--- src/hdl/sliding_window_average_xy_top_defines.svh ---
// ----------------------------------------------------------------------------
// Sliding window average assertion macros
// Concurrent check shorthands for the sliding window average block.
// ----------------------------------------------------------------------------
`ifndef SLIDING_WINDOW_AVERAGE_XY_TOP_DEFINES_SVH
`define SLIDING_WINDOW_AVERAGE_XY_TOP_DEFINES_SVH

`ifndef SYNTHESIS
`define SWA_ASSERT_IMPLIES(lbl, pre, post) \
   lbl: assert property (@(posedge clock) disable iff (reset) (pre) |-> (post)) \
      else $error("swa check failed");
`define SWA_ASSERT_NEXT(lbl, pre, post) \
   lbl: assert property (@(posedge clock) disable iff (reset) (pre) |=> (post)) \
      else $error("swa check failed");
`else
`define SWA_ASSERT_IMPLIES(lbl, pre, post)
`define SWA_ASSERT_NEXT(lbl, pre, post)
`endif

`endif

--- src/hdl/swa_pkg.sv ---
// ----------------------------------------------------------------------------
// Sliding window average package
// Sizes, state codes and shared types for the sliding window average block.
// ----------------------------------------------------------------------------
package swa_pkg;

   localparam int WINDOW_MAX   = 64;
   localparam int SAMPLE_WIDTH = 32;
   localparam int SLOT_WIDTH   = $clog2(WINDOW_MAX);
   localparam int LEN_WIDTH    = 7;
   localparam int SUM_WIDTH    = SAMPLE_WIDTH + SLOT_WIDTH;
   localparam int STEP_WIDTH   = $clog2(SUM_WIDTH);
   localparam int LEN_RESET    = 4;

   typedef enum logic [2:0] {
      ST_IDLE,
      ST_READ,
      ST_UPDATE,
      ST_DIVIDE,
      ST_DONE
   } state_type;

endpackage

--- src/hdl/swa_div.sv ---
// ----------------------------------------------------------------------------
// Sliding window average divider
// Restoring serial divider: signed window sum by window length, one quotient
// bit per cycle, result truncated toward zero.
// ----------------------------------------------------------------------------
module swa_div
   import swa_pkg::*;
(
   input  logic                           clock,
   input  logic                           reset,
   input  logic                           start,
   input  logic signed [SUM_WIDTH-1:0]    dividend,
   input  logic        [LEN_WIDTH-1:0]    divisor,
   output logic                           done,
   output logic signed [SAMPLE_WIDTH-1:0] quotient
);

   logic                  busy_ff, busy_in;
   logic                  done_ff, done_in;
   logic [STEP_WIDTH-1:0] step_ff, step_in;
   logic [SUM_WIDTH-1:0]  quo_ff, quo_in;
   logic [LEN_WIDTH-1:0]  rem_ff, rem_in;
   logic [LEN_WIDTH-1:0]  den_ff, den_in;
   logic                  neg_ff, neg_in;
   logic [LEN_WIDTH:0]    trial;

   always_comb begin
      busy_in = busy_ff;
      done_in = 1'b0;
      step_in = step_ff;
      quo_in  = quo_ff;
      rem_in  = rem_ff;
      den_in  = den_ff;
      neg_in  = neg_ff;
      trial   = {rem_ff, quo_ff[SUM_WIDTH-1]};
      if (start) begin
         busy_in = 1'b1;
         step_in = '0;
         neg_in  = dividend[SUM_WIDTH-1];
         quo_in  = dividend[SUM_WIDTH-1] ? SUM_WIDTH'(-dividend) : SUM_WIDTH'(dividend);
         rem_in  = '0;
         den_in  = divisor;
      end else if (busy_ff) begin
         if (trial >= {1'b0, den_ff}) begin
            rem_in = LEN_WIDTH'(trial - {1'b0, den_ff});
            quo_in = {quo_ff[SUM_WIDTH-2:0], 1'b1};
         end else begin
            rem_in = trial[LEN_WIDTH-1:0];
            quo_in = {quo_ff[SUM_WIDTH-2:0], 1'b0};
         end
         step_in = step_ff + 1'b1;
         if (step_ff == STEP_WIDTH'(SUM_WIDTH - 1)) begin
            busy_in = 1'b0;
            done_in = 1'b1;
         end
      end
   end

   always_ff @(posedge clock) begin
      if (reset) begin
         busy_ff <= 1'b0;
         done_ff <= 1'b0;
      end else begin
         busy_ff <= busy_in;
         done_ff <= done_in;
      end
   end

   always_ff @(posedge clock) begin
      step_ff <= step_in;
      quo_ff  <= quo_in;
      rem_ff  <= rem_in;
      den_ff  <= den_in;
      neg_ff  <= neg_in;
   end

   assign done     = done_ff;
   assign quotient = neg_ff ? -SAMPLE_WIDTH'(quo_ff) : SAMPLE_WIDTH'(quo_ff);

endmodule

--- config.mk ---
export PLATFORM = sky130hd
export DESIGN_NAME = swa_div
export DESIGN_NICKNAME = d
export VERILOG_FILES = /design/src/hdl/sliding_window_average_xy_top_defines.svh /design/src/hdl/swa_pkg.sv /design/src/hdl/swa_div.sv
export SDC_FILE = /design/constraint.sdc
export NUM_CORES = 1
export LEC_CHECK = 0
export BUFFER_PORTS_ARGS = -buffer_cell sky130_fd_sc_hd__buf_2
export CORE_MARGIN = 1
export CORE_UTILIZATION = 61
export DETAILED_ROUTE_END_ITERATION = 8
export PLACE_DENSITY = 0.89
export SLEW_MARGIN = 20
export SYNTH_ARGS = -nofsm -noshare
export SYNTH_HDL_FRONTEND = slang
export SYNTH_SLANG_ARGS = --single-unit
--- constraint.sdc ---
create_clock -name clock -period 3.75 [get_ports clock]
set_clock_uncertainty 0.15 [all_clocks]
set_input_delay 0.1875 -clock clock [delete_from_list [all_inputs] [get_ports clock]]
set_output_delay 0.1875 -clock clock [all_outputs]
set_load 0.02 [all_outputs]
==> impl_metrics.env <==
export IMPL_final_common_cell="buf_2"
export IMPL_final_hold_viol_count=0
export IMPL_cts_root_buf="clkbuf_8"
export IMPL_die_area_um2=7490
export IMPL_htree_num_levels=3
export IMPL_synth_edf_count=46
export IMPL_outcome="finished, final reports clean"
export IMPL_cp_data_arrival_time_ns=3.06
export IMPL_postCtsSetupBuffers=0
export IMPL_netlist_instances=473
export IMPL_cpPeakStageDelay_ns=0.63
export IMPL_ant_nets=0
export IMPL_grt_pass1_vias=3594
export IMPL_critPathTopFamily="simple AND/OR/NAND/NOR gates"
export IMPL_path_clk_slew_ns=0.07
export IMPL_hp_class="in2reg"
export IMPL_yosys_area_share_simple_pct=18.9
export IMPL_numCtsBuffers=9
export IMPL_rows=30
export IMPL_synth_avg_cell_area_um2=9.22
export IMPL_synth_compound_area_share_pct=20.1
export IMPL_drt_vias_per_instance=6.25
export IMPL_clock_sinks=61
export IMPL_synth_top_area_cell="edfxtp_1"
export IMPL_cts_tree="yes"
export IMPL_synthMuxAreaShare_pct=0.918
export IMPL_drt_first_iter_violations=315
export IMPL_maxSlewViolCount=0
export IMPL_wl_um=10500
export IMPL_drc=0
export IMPL_io_buffers=80
export IMPL_p_comb_share_pct=26.2
export IMPL_cp_required_ns=3.41
export IMPL_path_cells="inv_1 > ha_1 > or4b_2 > nor3_1 > nand3_1 > o41ai_1 > xnor2_1 > buf_2"
export IMPL_worst_path_buf_inv=2
export IMPL_r2r_cells=8
export IMPL_end_kind="output port"
export IMPL_synth_top_area_share_pct=31.7
export IMPL_core_um2=6870
export IMPL_fin_crit_ns=3.40
export IMPL_clockBufferDepth=2
export IMPL_finalPower_mw=1.85
export IMPL_grt_pass1_wl_um=16900
export IMPL_p_sw_share_pct=33.2
export IMPL_p_leak_nw=1.91
export IMPL_antenna_found_initial=0
export IMPL_maxCapViolCount=0
export IMPL_grt_setup_unrepaired="false"
export IMPL_synth_seq_area_share_pct=38.6
export IMPL_diodes=0
export IMPL_gp_congestion=0.838
export IMPL_crit_fanout=6
export IMPL_final_nets=610
export IMPL_p_switching_mw=0.613
export IMPL_powerDensity_nw_per_um2=368
export IMPL_wl_per_cell_um=16.2
export IMPL_crit_path_start_kind="flip-flop"
export IMPL_yosys_warnings=0
export IMPL_ys_flop_type="edfxtp_1"
export IMPL_io_pins=81
export IMPL_worstSetupPathDepth=8
export IMPL_fp_dieH_um=86.6
export IMPL_synth_nets=533
export IMPL_relSlewSlack_pct=37.5
export IMPL_syn_cell_area_um2=4360
export IMPL_place_hpwl_um=7590
export IMPL_fillCellCount=499
export IMPL_worstHoldPathCells=3
export IMPL_power_frac_seq_pct=47.3
export IMPL_synth_xor_area_share_pct=13.7
export IMPL_synthAdderAreaFrac_pct=3.61
export IMPL_worst_pin_slew_ns=0.937
export IMPL_clock_latency_ns=0.34
export IMPL_first_pass_iters=5
export IMPL_post_route_period_util_pct=90.7
export IMPL_synth_distinct_cells=49
export IMPL_drive_gt1_share_pct=21.6
export IMPL_synth_area_top_cells="edfxtp_1, dfxtp_1, xnor2_1"
export IMPL_syn_to_final_growth_pct=15.4
export IMPL_tns_ns=0
export IMPL_start_util_pct=63.5
export IMPL_vias=4072
export IMPL_synth_top_family_by_area="compound AO/OA/AOI/OAI gates"
export IMPL_vdd_drop_max_v=0.000210
export IMPL_p_int_mw=1.24
export IMPL_setup_viol=0
export IMPL_synthArstFlopShare_pct=0
export IMPL_crit_type="reg2out"
export IMPL_power_frac_clock_pct=26.5
export IMPL_ys_ff_latch=61
export IMPL_track_usage_pct=29.1
export IMPL_grt_remaining_overflow=0
export IMPL_postCtsResizedCells=0
export IMPL_slowest_stage="or4b_2"
export IMPL_grt_max_degree=57
export IMPL_die_x_um=86.6
export IMPL_fmax_ghz=0.294
export IMPL_final_cell_mix="buf_2, nor2_1, edfxtp_1"
## cell usage after synthesis, types with 3 or more instances
library cell / count
nand4_1: 7
inv_1: 21
or2_2: 6
a21oi_1: 42
nand2b_1: 5
mux2i_1: 4
edfxtp_1: 46
o21ai_0: 23
o41ai_2: 11
xnor2_1: 34
buf_1: 6
or4_4: 3
nor2_1: 55
clkbuf_1: 16
nand3_1: 6
nor3_1: 9
o41ai_1: 7
nor2b_1: 6
or3_1: 12
or4_1: 7
o211ai_1: 5
o31ai_1: 18
nor4_1: 6
dfxtp_1: 15
ha_1: 11
xor2_1: 34
nand2_1: 27
buf_4: 3
## state kept, by name, indices dropped and copies added, names as in the netlist
signal	count
busy_ff	1
den_ff	7
done	1
neg_ff	1
quo_ff	38
rem_ff	7
step_ff	6
## per-layer routing
layer  routed length, um  up-vias  GRT usage, %
met2                5000      224          46.4
met1                4440     1913          39.7
met4                 252        0          11.5
li1                    -     1905             -
met5                   0        -             0
met3                 833       30          4.76
## cells by family (layout without fill, tap and decap cells)
| group | after synthesis | in the layout |
|---|---|---|
| AND/OR/NAND/NOR | 159 | 159 |
| AO/OA/AOI/OAI | 123 | 123 |
| XOR/XNOR | 68 | 68 |
| flip-flops | 61 | 61 |
| buffers and inverters | 46 | 128 |
| adder cells (fa/ha/maj) | 12 | 12 |
| multiplexers | 4 | 4 |
## path summary, 6_finish.rpt
kind,from,end,slack (ns)
hold reg to reg,rem_ff[6],rem_ff[6],0.31
setup reg to reg,quo_ff[37],rem_ff[1],1.32
hold / removal,dividend[24],quo_ff[24],0.09
setup / recovery,quo_ff[1],quotient[26],0.35
## per-stage QoR
| step | util (%) | instance area, um^2 | setup slack [ns] | hold slack (ns) | std cells |
|---|---|---|---|---|---|
| floorplan | - | 4360 | 1.14 | 0.110 | 473 |
| global placement | 69.9 | 4800 | 0.859 | 0.214 | 627 |
| CTS | 73.3 | 5030 | 0.345 | 0.0818 | 651 |
| finish | 73.3 | 5030 | 0.348 | 0.0936 | 651 |
| global route | 73.3 | 5030 | 0.160 | 0.107 | 651 |
| detailed placement | 69.9 | 4800 | 0.731 | 0.216 | 627 |
## worst register-to-register path, stage by stage, from the launching register on
cell,delay [ns]
edfxtp_1,0.38
inv_1,0.09
ha_1,0.17
fa_1,0.19
nand2b_1,0.16
a21oi_1,0.10
o31a_1,0.36
or2_2,0.37
o311ai_0,0.35
## repair_timing
action	CTS	global route
setup endpoints to repair	0	0
hold buffers	8	0
endpoints found under the hold margin	9	0
## power by group through the flow
stage	Combinational, mW	Clock (mW)	Sequential (mW)
after floorplan	0.334	0	0.860
after global placement	0.457	0	0.881
after detailed placement	0.475	0	0.885
after CTS	0.484	0.490	0.872
after global routing	0.529	0.519	0.880
final	0.485	0.491	0.874
## area by class of cell
type	count	area [um^2]	share of cell area [%]
sequential	61	1680	33.4
clock inverter	3	15.0	0.298
tap	96	120	2.39
inverter	21	78.8	1.57
clock buffer	13	139	2.76
timing repair buffer	91	503	9.99
multi-input combinational	366	2500	49.6
Power figures use the tool's default switching activity.
